$ cat config.mk
export PLATFORM = sky130hd
export DESIGN_NAME = tmp_plan
export DESIGN_NICKNAME = d
export VERILOG_FILES = /design/src/rtl/tmp_pkg.sv /design/src/rtl/tmp_plan.sv
export SDC_FILE = /design/constraint.sdc
export NUM_CORES = 2
export LEC_CHECK = 0
export BUFFER_PORTS_ARGS = -buffer_cell sky130_fd_sc_hd__buf_4
export CORE_MARGIN = 2
export CORE_UTILIZATION = 45
export DETAILED_ROUTE_END_ITERATION = 10
export PLACE_DENSITY = 0.66
export SYNTH_ARGS = -nofsm -noshare
export SYNTH_HDL_FRONTEND = slang
export SYNTH_SLANG_ARGS = --single-unit
$ cat constraint.sdc
create_clock -name clk -period 24.3 [get_ports clk]
set_input_delay 4.86 -clock clk [delete_from_list [all_inputs] [get_ports clk]]
set_output_delay 4.86 -clock clk [all_outputs]
set_load 0.03 [all_outputs]
$ cat src/rtl/tmp_pkg.sv
package tmp_pkg;

  // phase codes of a result word
  localparam int PHASE_W = 3;
  localparam logic [PHASE_W-1:0] PH_STAND   = 3'd0;
  localparam logic [PHASE_W-1:0] PH_ACCEL   = 3'd1;
  localparam logic [PHASE_W-1:0] PH_CRUISE  = 3'd2;
  localparam logic [PHASE_W-1:0] PH_DECEL   = 3'd3;
  localparam logic [PHASE_W-1:0] PH_REACHED = 3'd4;

  // configuration register indexes
  localparam int CFG_IDX_W = 2;
  localparam logic [CFG_IDX_W-1:0] REG_MAX_VEL = 2'd0;
  localparam logic [CFG_IDX_W-1:0] REG_MAX_ACC = 2'd1;
  localparam logic [CFG_IDX_W-1:0] REG_DIST    = 2'd2;

  // cycles from an accepted word to its result strobe
  localparam int EVAL_LATENCY = 5;

endpackage

$ cat src/rtl/tmp_plan.sv
module tmp_plan #(
  parameter int W = 32,
  parameter int F = 16
) (
  input  logic                            clk,
  input  logic                            rst_n,
  input  logic                            cfg_we,
  input  logic [tmp_pkg::CFG_IDX_W-1:0]   cfg_index,
  input  logic [W-2:0]                    cfg_data,
  output logic                            busy,
  output logic [W-2:0]                    a_eff,
  output logic [W-2:0]                    move_dist,
  output logic [W-2:0]                    ta,
  output logic [W-2:0]                    peak,
  output logic [W-1:0]                    e1,
  output logic [W:0]                      e2,
  output logic [3*(W-1)-1:0]              ata2,
  output logic                            tri_flag
);

  localparam int VW = W - 1;
  localparam int DW = 2 * VW;
  localparam int QW = 2 * VW + 2 * F;
  localparam int RW = QW / 2;
  localparam int CW = $clog2(QW + 1);

  localparam logic [3:0] ST_IDLE = 4'd0;
  localparam logic [3:0] ST_VV   = 4'd1;
  localparam logic [3:0] ST_AD   = 4'd2;
  localparam logic [3:0] ST_AV   = 4'd3;
  localparam logic [3:0] ST_PICK = 4'd4;
  localparam logic [3:0] ST_DIV1 = 4'd5;
  localparam logic [3:0] ST_DIV2 = 4'd6;
  localparam logic [3:0] ST_SQ1  = 4'd7;
  localparam logic [3:0] ST_SQ2  = 4'd8;
  localparam logic [3:0] ST_AT   = 4'd9;
  localparam logic [3:0] ST_ATLO = 4'd10;
  localparam logic [3:0] ST_ATHI = 4'd11;

  logic [3:0]      state_r;
  logic [VW-1:0]   vmax_r, amax_r, dist_r;
  logic [DW-1:0]   vv_r, ad_r, av_r, at_r, part_r;
  logic            tri_r;
  logic [QW-1:0]   n_r, sx_r;
  logic [DW-1:0]   rem_r, dv_r;
  logic [RW+1:0]   sr_r;
  logic [RW-1:0]   root_r;
  logic [CW-1:0]   cnt_r;
  logic [VW-1:0]   ta_r, tc_r, pk_r;
  logic [3*VW-1:0] ata2_r;
  logic [W-1:0]    e1_r;
  logic [W:0]      e2_r;

  logic [VW-1:0]   v_eff, a_use;
  logic [VW-1:0]   mul_a, mul_b;
  logic [DW-1:0]   mul_p;
  logic            cfg_hit;
  logic [DW:0]     div_trial, div_diff;
  logic            div_ge;
  logic [DW-1:0]   rem_nxt;
  logic [QW-1:0]   n_nxt;
  logic [RW+3:0]   sq_shift, sq_trial, sq_diff;
  logic            sq_ge;
  logic [RW+1:0]   sr_nxt;
  logic [RW-1:0]   root_nxt;
  logic [VW-1:0]   q_sat, root_sat;
  logic [DW-1:0]   ad_minus_vv;
  logic [W-1:0]    e1_sum;

  // zero limits plan as the smallest step
  assign v_eff = (vmax_r == '0) ? VW'(1) : vmax_r;
  assign a_use = (amax_r == '0) ? VW'(1) : amax_r;
  assign cfg_hit = cfg_we && (cfg_index == tmp_pkg::REG_MAX_VEL ||
                              cfg_index == tmp_pkg::REG_MAX_ACC ||
                              cfg_index == tmp_pkg::REG_DIST);

  // shared multiplier, operands picked by the sequencer
  always_comb begin
    unique case (state_r)
      ST_VV:   begin mul_a = v_eff;           mul_b = v_eff;  end
      ST_AD:   begin mul_a = a_use;           mul_b = dist_r; end
      ST_AV:   begin mul_a = a_use;           mul_b = v_eff;  end
      ST_AT:   begin mul_a = a_use;           mul_b = ta_r;   end
      ST_ATLO: begin mul_a = at_r[VW-1:0];    mul_b = ta_r;   end
      ST_ATHI: begin mul_a = at_r[DW-1:VW];   mul_b = ta_r;   end
      default: begin mul_a = '0;              mul_b = '0;     end
    endcase
  end
  assign mul_p = DW'(mul_a) * DW'(mul_b);

  // one restoring division step
  assign div_trial = {rem_r, n_r[QW-1]};
  assign div_ge    = div_trial >= {1'b0, dv_r};
  assign div_diff  = div_trial - {1'b0, dv_r};
  assign rem_nxt   = div_ge ? div_diff[DW-1:0] : div_trial[DW-1:0];
  assign n_nxt     = {n_r[QW-2:0], div_ge};
  assign q_sat     = (|n_nxt[QW-1:VW]) ? {VW{1'b1}} : n_nxt[VW-1:0];

  // one digit of the square root, two radicand bits a step
  assign sq_shift = {sr_r, sx_r[QW-1:QW-2]};
  assign sq_trial = {2'b00, root_r, 2'b01};
  assign sq_ge    = sq_shift >= sq_trial;
  assign sq_diff  = sq_shift - sq_trial;
  assign sr_nxt   = sq_ge ? sq_diff[RW+1:0] : sq_shift[RW+1:0];
  assign root_nxt = {root_r[RW-2:0], sq_ge};
  assign root_sat = (|root_nxt[RW-1:VW]) ? {VW{1'b1}} : root_nxt[VW-1:0];

  assign ad_minus_vv = ad_r - vv_r;
  assign e1_sum      = W'(ta_r) + W'(tc_r);

  // sequencer: products, compare, a division, then a second division or two roots, then constant terms
  always_ff @(posedge clk) begin
    if (!rst_n) begin
      vmax_r  <= VW'(1) << F;
      amax_r  <= VW'(1) << (F - 1);
      dist_r  <= VW'(2) << F;
      state_r <= ST_VV;
      cnt_r   <= '0;
    end else if (cfg_hit) begin
      unique case (cfg_index)
        tmp_pkg::REG_MAX_VEL: vmax_r <= cfg_data;
        tmp_pkg::REG_MAX_ACC: amax_r <= cfg_data;
        default:              dist_r <= cfg_data;
      endcase
      state_r <= ST_VV;
    end else begin
      unique case (state_r)
        ST_IDLE: ;
        ST_VV: begin
          vv_r    <= mul_p;
          state_r <= ST_AD;
        end
        ST_AD: begin
          ad_r    <= mul_p;
          state_r <= ST_AV;
        end
        ST_AV: begin
          av_r    <= mul_p;
          state_r <= ST_PICK;
        end
        ST_PICK: begin
          tri_r <= vv_r > ad_r;
          cnt_r <= '0;
          rem_r <= '0;
          dv_r  <= DW'(a_use);
          if (vv_r > ad_r)
            n_r <= {{(QW-VW-2*F){1'b0}}, dist_r, {(2*F){1'b0}}};
          else
            n_r <= {{(QW-VW-F){1'b0}}, v_eff, {F{1'b0}}};
          state_r <= ST_DIV1;
        end
        ST_DIV1: begin
          n_r   <= n_nxt;
          rem_r <= rem_nxt;
          cnt_r <= cnt_r + CW'(1);
          if (cnt_r == CW'(QW - 1)) begin
            cnt_r <= '0;
            if (tri_r) begin
              sx_r    <= n_nxt;
              sr_r    <= '0;
              root_r  <= '0;
              state_r <= ST_SQ1;
            end else begin
              ta_r    <= q_sat;
              n_r     <= {{(QW-DW-F){1'b0}}, ad_minus_vv, {F{1'b0}}};
              rem_r   <= '0;
              dv_r    <= av_r;
              state_r <= ST_DIV2;
            end
          end
        end
        ST_DIV2: begin
          n_r   <= n_nxt;
          rem_r <= rem_nxt;
          cnt_r <= cnt_r + CW'(1);
          if (cnt_r == CW'(QW - 1)) begin
            tc_r    <= q_sat;
            pk_r    <= v_eff;
            state_r <= ST_AT;
          end
        end
        ST_SQ1: begin
          sx_r   <= {sx_r[QW-3:0], 2'b00};
          sr_r   <= sr_nxt;
          root_r <= root_nxt;
          cnt_r  <= cnt_r + CW'(1);
          if (cnt_r == CW'(RW - 1)) begin
            ta_r    <= root_sat;
            sx_r    <= {{(QW-DW){1'b0}}, ad_r};
            sr_r    <= '0;
            root_r  <= '0;
            cnt_r   <= '0;
            state_r <= ST_SQ2;
          end
        end
        ST_SQ2: begin
          sx_r   <= {sx_r[QW-3:0], 2'b00};
          sr_r   <= sr_nxt;
          root_r <= root_nxt;
          cnt_r  <= cnt_r + CW'(1);
          if (cnt_r == CW'(RW - 1)) begin
            pk_r    <= root_nxt[VW-1:0];
            tc_r    <= '0;
            state_r <= ST_AT;
          end
        end
        ST_AT: begin
          at_r    <= mul_p;
          state_r <= ST_ATLO;
        end
        ST_ATLO: begin
          part_r  <= mul_p;
          state_r <= ST_ATHI;
        end
        ST_ATHI: begin
          ata2_r  <= {mul_p, {VW{1'b0}}} + (3*VW)'(part_r);
          e1_r    <= e1_sum;
          e2_r    <= (W+1)'(e1_sum) + (W+1)'(ta_r);
          state_r <= ST_IDLE;
        end
        default: state_r <= ST_IDLE;
      endcase
    end
  end

  assign busy      = state_r != ST_IDLE;
  assign a_eff     = a_use;
  assign move_dist = dist_r;
  assign ta        = ta_r;
  assign peak      = pk_r;
  assign e1        = e1_r;
  assign e2        = e2_r;
  assign ata2      = ata2_r;
  assign tri_flag  = tri_r;

endmodule

# Word-level counts from Yosys, hierarchy flattened
# Index checks and enable logic that the tools add are counted.
# word_totals
register_bits,1074
input_bits,36
out_inout_bits,284
# op_classes
n_addsub,7
n_mul,1
order_cmp,3
eq_ne,21
muxes,49
bitwise,4
reduce_logical,39
# op_table
cell,n
94-bit case mux with 3 select lines,2
94-bit 2-to-1 mux,5
31-bit 2-to-1 mux,11
62-bit 2-to-1 mux,5
49-bit 2-to-1 mux,4
31-bit case mux with 2 select lines,3
62-bit case mux with 3 select lines,1
49-bit case mux with 3 select lines,1
47-bit 2-to-1 mux,3
47-bit case mux with 3 select lines,1
31-bit case mux with 4 select lines,1
62-bit case mux with 2 select lines,1
62-bit subtractor,2
93-bit by 62-bit adder with 93-bit output,1
31-bit case mux with 3 select lines,1
63-bit by 62-bit greater-or-equal comparator with 1-bit output,1
63-bit 2-to-1 mux,1
63-bit OR reduction,1
62-bit greater-than comparator,1
31-bit logical NOT,2
31-bit by 31-bit multiplier with 62-bit output,1
51-bit by 49-bit greater-or-equal comparator with 1-bit output,1
49-bit subtractor,1
4-bit case mux with 11 select lines,1
other kinds (31),72

# Logic depth before layout (Yosys ltp)
# depth
ltp_word,6
depth_mapped,48

# Least setup slack after synthesis
# OpenSTA, ideal clock, no wires.
# synth_path
kind,input port to flip-flop
startpoint,input cfg_index[0] (netlist name)
endpoint,"register n_r[0], enable pin"
arrival_time_ps,20968
required_ps,23192
slack_ps,2225
path_stages,4
path_buffers,0
path_cell_list,nand2_1 > nand2_1 > nand2_1 > nor4b_1
# synth_between
elab_chain_len,6
# synth_rtl
item,line,rtl
"start, declared",tmp_plan.sv:8,"input logic [tmp_pkg::CFG_IDX_W-1:0] cfg_index,"
2-bit by 1-bit equality test with 1-bit output / 2-bit logical NOT (equally long branches),"tmp_plan.sv:74, tmp_plan.sv:73",
1-bit logical OR,tmp_plan.sv:73,assign cfg_hit = cfg_we && (cfg_index == tmp_pkg::REG_MAX_VEL ||
1-bit logical OR (*),tmp_plan.sv:74,cfg_index == tmp_pkg::REG_MAX_ACC ||
1-bit logical AND (*),tmp_plan.sv:73,
1-bit NOT (no source line) (*),n/a,
3-bit AND reduction (no source line) (*),n/a,
"end signal, assigned",tmp_plan.sv:147,"n_r <= {{(QW-VW-2*F){1'b0}}, dist_r, {(2*F){1'b0}}};"
"end signal, assigned",tmp_plan.sv:149,"n_r <= {{(QW-VW-F){1'b0}}, v_eff, {F{1'b0}}};"
"end signal, assigned",tmp_plan.sv:153,n_r <= n_nxt;
"end, declared",tmp_plan.sv:44,"logic [QW-1:0] n_r, sx_r;"
# Mark *: on every way between the ends. The rest lies on a longest branch, timed or not.
# A chain may end at the register's enable or synchronous reset.

# Worst setup path after layout
# layout_path
startpoint,register state_r[2]
endpoint,"register ata2_r[92], in the netlist ata2[92], data pin"
# layout_between
elab_chain_len,5
# layout_rtl
item,line,rtl
"start, declared",tmp_plan.sv:40,logic [3:0] state_r;
"start signal, assigned",tmp_plan.sv:117,state_r <= ST_VV;
"start signal, assigned",tmp_plan.sv:125,state_r <= ST_VV;
"start signal, assigned",tmp_plan.sv:131,state_r <= ST_AD;
4-bit equality test (tied with other cells),tmp_plan.sv:79,unique case (state_r)
3-bit OR reduction (no source line) / 2-bit OR reduction (equally long branches),n/a,
31-bit case mux with 4 select lines / 31-bit case mux with 3 select lines (equally long branches),tmp_plan.sv:79,
31-bit by 31-bit multiplier with 62-bit output (*),tmp_plan.sv:89,assign mul_p = DW'(mul_a) * DW'(mul_b);
named net mul_p[27],tmp_plan.sv:56,logic [DW-1:0] mul_p;
93-bit by 62-bit adder with 93-bit output (*),tmp_plan.sv:216,"ata2_r <= {mul_p, {VW{1'b0}}} + (3*VW)'(part_r);"
"end signal, assigned",tmp_plan.sv:216,
"end, declared",tmp_plan.sv:50,logic [3*VW-1:0] ata2_r;
# The timed path passes the listed nets; every way through them passes the cells marked *.

==> results.yml <==
synth:
  synth_warnings: 0
  yosys-top-cells-area: "edfxtp_1 33%, fa_1 19%, ha_1 7.5%"
  synth_cells: 8808
  yosysSeqAreaShare_pct: 35.86
  synth_edf_count: 970
  synth_ff_type: "edfxtp_1"
  syn_area_per_cell_sq_um: 9.880
  syn_area_sq_mm: 0.08703
  synth_nets: 10210
  yosysTopAreaCell: "edfxtp_1"
  ys_async_sr_fraction_pct: 0
  synth_seq_cells: 1074
  synth_top_area_share_pct: 33.47
  synth_cell_types: 99
clock_tree:
  cts-buffers-inserted: 119
  cts.clk_slew.worst_paths_ps: 70
  cts_tree: "built"
  clock-sinks: 1074
  clock_path_buffers: 3
  clkLatencyLatePin_ps: 840
  post_cts_buffers: 0
  cts_resized: 0
  root_buffer: "clkbuf_16"
  htreeDepth: 3
  cts_hold_buf: 0
drt:
  vias_per_cell: 6.032
  post-route-drc-count: 0
  wl_microns: 345500
  firstDrtPassIters: 9
  postRouteAntennaNets: 0
  vias: 70160
  drt-wirelength-per-cell_microns: 29.70
  drt_iter0_drc: 8853
critical_path:
  critPathBufInv: 6
  rrSetupSlack_ps: 10900
  crit_family: "adder cells"
  required_ps: 24840
  r2r_start: "state_r[2]"
  crit_arrival_ps: 13940
  cp-end-kind: "flip-flop"
  cp_max_fo: 31
  slowest_stage: "and2_1"
  critPathMaxStageDelay_ps: 900
  r2r_cells: 38
  crit_top_cell: "fa_1"
  reg2reg_to: "ata2[92]"
  cp-start-kind: "flip-flop"
  critPathKind: "flip-flop to flip-flop"
sta:
  finalSetupTns_ps: 0
  worst_clock_skew_ps: 94.76
  hold_viol: 0
  slew_violations: 4
  grt_setup_unrepaired: "no"
  finalWorstSetupSlack_ps: 10900
  max_slew_margin_pct: -1.390
  setup_viol: 0
  fin_crit_sh_pct: 55.16
  worst_slew_pin_slew_ps: 1518
  final.min_clock_period_ps: 13400
  fmax_mhz: 74.60
hold_path:
  whs_path_depth: 0
  hp-start: "part_r[17]"
  hp-class: "flip-flop to flip-flop"
  hold_path_end: "ata2[17]"
layout:
  n_fill_cell: 17460
  area_delta_synth_final_pct: 11.14
  fin_nets: 10380
  final-seq-area_sq_mm: 0.03121
  drive_gt1_share_pct: 9.163
  multi_input_area_sq_mm: 0.05014
pwr:
  p_leak_nw: 40.97
  power.density_mw_per_mm2: 47.89
  ir_drop_mv: 0.06641
grt:
  grt_pass1_wl_microns: 493700
  grt.overflow.total: 0
  grt_start_max_net_pins: 191
  grt_usage_pct: 34.80
  grt_pass1_vias: 68650
  antenna_found_initial: 31
floorplan:
  pin_count: 320
  initial_core_util_pct: 45.24
  die_height_microns: 443.8
  die-area_sq_mm: 0.1969
  core_area_sq_mm: 0.1924
  dieWidth_microns: 443.8
  num_rows: 161
placement:
  dp_hpwl_microns: 265900
  post-place-ws_ps: 11260
  gp_congestion: 1.038
  portBuffers: 319
status:
  status: "finished with violations"
  violations: "max-capacitance violations, max-slew violations"
job:
  maxCapViolations: 1
worst reg2reg max path, delay by kind of cell, from the launching register on:
| kind | cells | cell delay, ps |
|---|---|---|
| and+or+nand+nor | 13 | 3900 |
| AOI/OAI and AO/OA | 7 | 2580 |
| buffers and inverters | 6 | 720 |
| adders and majority gates | 10 | 4270 |
| xor gates and xnor gates | 2 | 990 |
| DFF | 1 | 660 |
worst max-delay path by stage:
stage                      start        to  slack, ps  depth (start not counted)
floorplan           cfg_index[0]    n_r[0]       2220                          4
global placement      state_r[2]  ata2[92]      11280                         38
detailed placement    state_r[2]  ata2[92]      11260                         38
CTS                   state_r[2]  ata2[92]      11210                         38
global route          state_r[2]  ata2[92]      10200                         38
finish                state_r[2]  ata2[92]      10900                         38
sequential cells by signal, summed over array words and instances (netlist names):
signal,count
cnt_r,7
sr_r,49
at_r,62
vmax_r,31
vv_r,62
root_r,47
part_r,62
peak,31
amax_r,31
av_r,62
ta,31
e2,33
tri_flag,1
ata2,93
n_r,94
tc_r,31
dv_r,62
sx_r,94
rem_r,62
ad_r,62
e1,32
state_r,4
move_dist,31
layer usage:
layer	vias up	GRT usage (%)	share of wire [%]
met1	34980	45.91	39
li1	30080	-	-
met5	-	0	0.051
met3	828	9.610	12
met4	26	21.92	7.3
met2	4249	50.60	42
cells in the final DEF (no fill, tap or decap), types with 23 or more instances in the layout:
cell | Yosys | layout
nor2b_1 | 46 | 44
o22a_1 | 35 | 35
clkbuf_16 | 0 | 121
a211oi_1 | 51 | 50
and3_1 | 39 | 38
dfxtp_1 | 104 | 104
and2_1 | 133 | 134
inv_1 | 1139 | 1139
o21bai_1 | 68 | 68
a31o_2 | 30 | 30
xnor2_1 | 199 | 196
a22o_1 | 37 | 37
a221o_1 | 35 | 35
buf_4 | 0 | 503
a21boi_0 | 101 | 100
a222oi_1 | 96 | 96
diode_2 | 0 | 26
nor4_1 | 48 | 47
edfxtp_1 | 970 | 970
nand4_1 | 62 | 62
mux2i_1 | 23 | 23
o21a_1 | 43 | 42
xor2_1 | 96 | 95
nand2b_1 | 55 | 55
o21ai_0 | 232 | 230
a21oi_1 | 421 | 417
nor2_1 | 836 | 826
a31oi_1 | 51 | 44
nand2_1 | 1286 | 1284
a21o_1 | 209 | 208
nand3_1 | 125 | 125
or3_1 | 33 | 33
fa_1 | 842 | 842
ha_1 | 524 | 524
nor3_1 | 75 | 67
power by group:
group / total (mW) / leakage, nW / switching [mW] / internal (mW)
clock: 1.90 / 1.94 / 0.850 / 1.05
combinational: 0.663 / 29.4 / 0.472 / 0.191
sequential: 2.07 / 9.65 / 0.0316 / 2.04
total: 4.63 / 41.0 / 1.35 / 3.28
stage by stage:
step | instance area (sq um) | hold slack [ps] | utilization (%) | total power [mW] | std cells
after floorplan | 87030 | 400.3 | - | 2.466 | 8808
after global placement | 92570 | 401.4 | 48.12 | 2.748 | 11380
after detailed placement | 92580 | 405.4 | 48.12 | 2.749 | 11380
after CTS | 96650 | 415.5 | 50.24 | 4.629 | 11610
after global routing | 96660 | 423.0 | 50.24 | 4.747 | 11610
final | 96720 | 416.0 | 50.28 | 4.632 | 11630
Yosys cell counts (all sizes together) (102+ instances only):
library cell,number
edfxtp,970
a21o,209
inv,1139
clkbuf,421
ha,524
a21oi,421
xnor2,200
nand3,125
a21boi,102
nor2,836
o21ai,242
nand2,1286
dfxtp,104
fa,842
and2,135
final cells by class:
| cell class | instances | area share [%] |
|---|---|---|
| multi-input cells | 6135 | 51.84 |
| flip-flops and latches | 1074 | 32.27 |
| inverters | 1139 | 4.420 |
| repair buffers | 505 | 3.933 |
| well taps | 2526 | 3.268 |
| clock buffers | 136 | 3.199 |
| clock inverters | 91 | 1.008 |
| diodes | 26 | 0.06727 |
cells by family after synthesis:
family / after synthesis / synth area share (%)
flops: 1074 / 35.86
mux: 23 / 0.2645
fa+ha+maj: 1366 / 26.90
simple gates: 2835 / 14.25
buf+inv: 1599 / 6.914
xor+xnor: 296 / 2.988
compound gates: 1615 / 12.82
No activity file was read; power rests on OpenSTA's default activity.
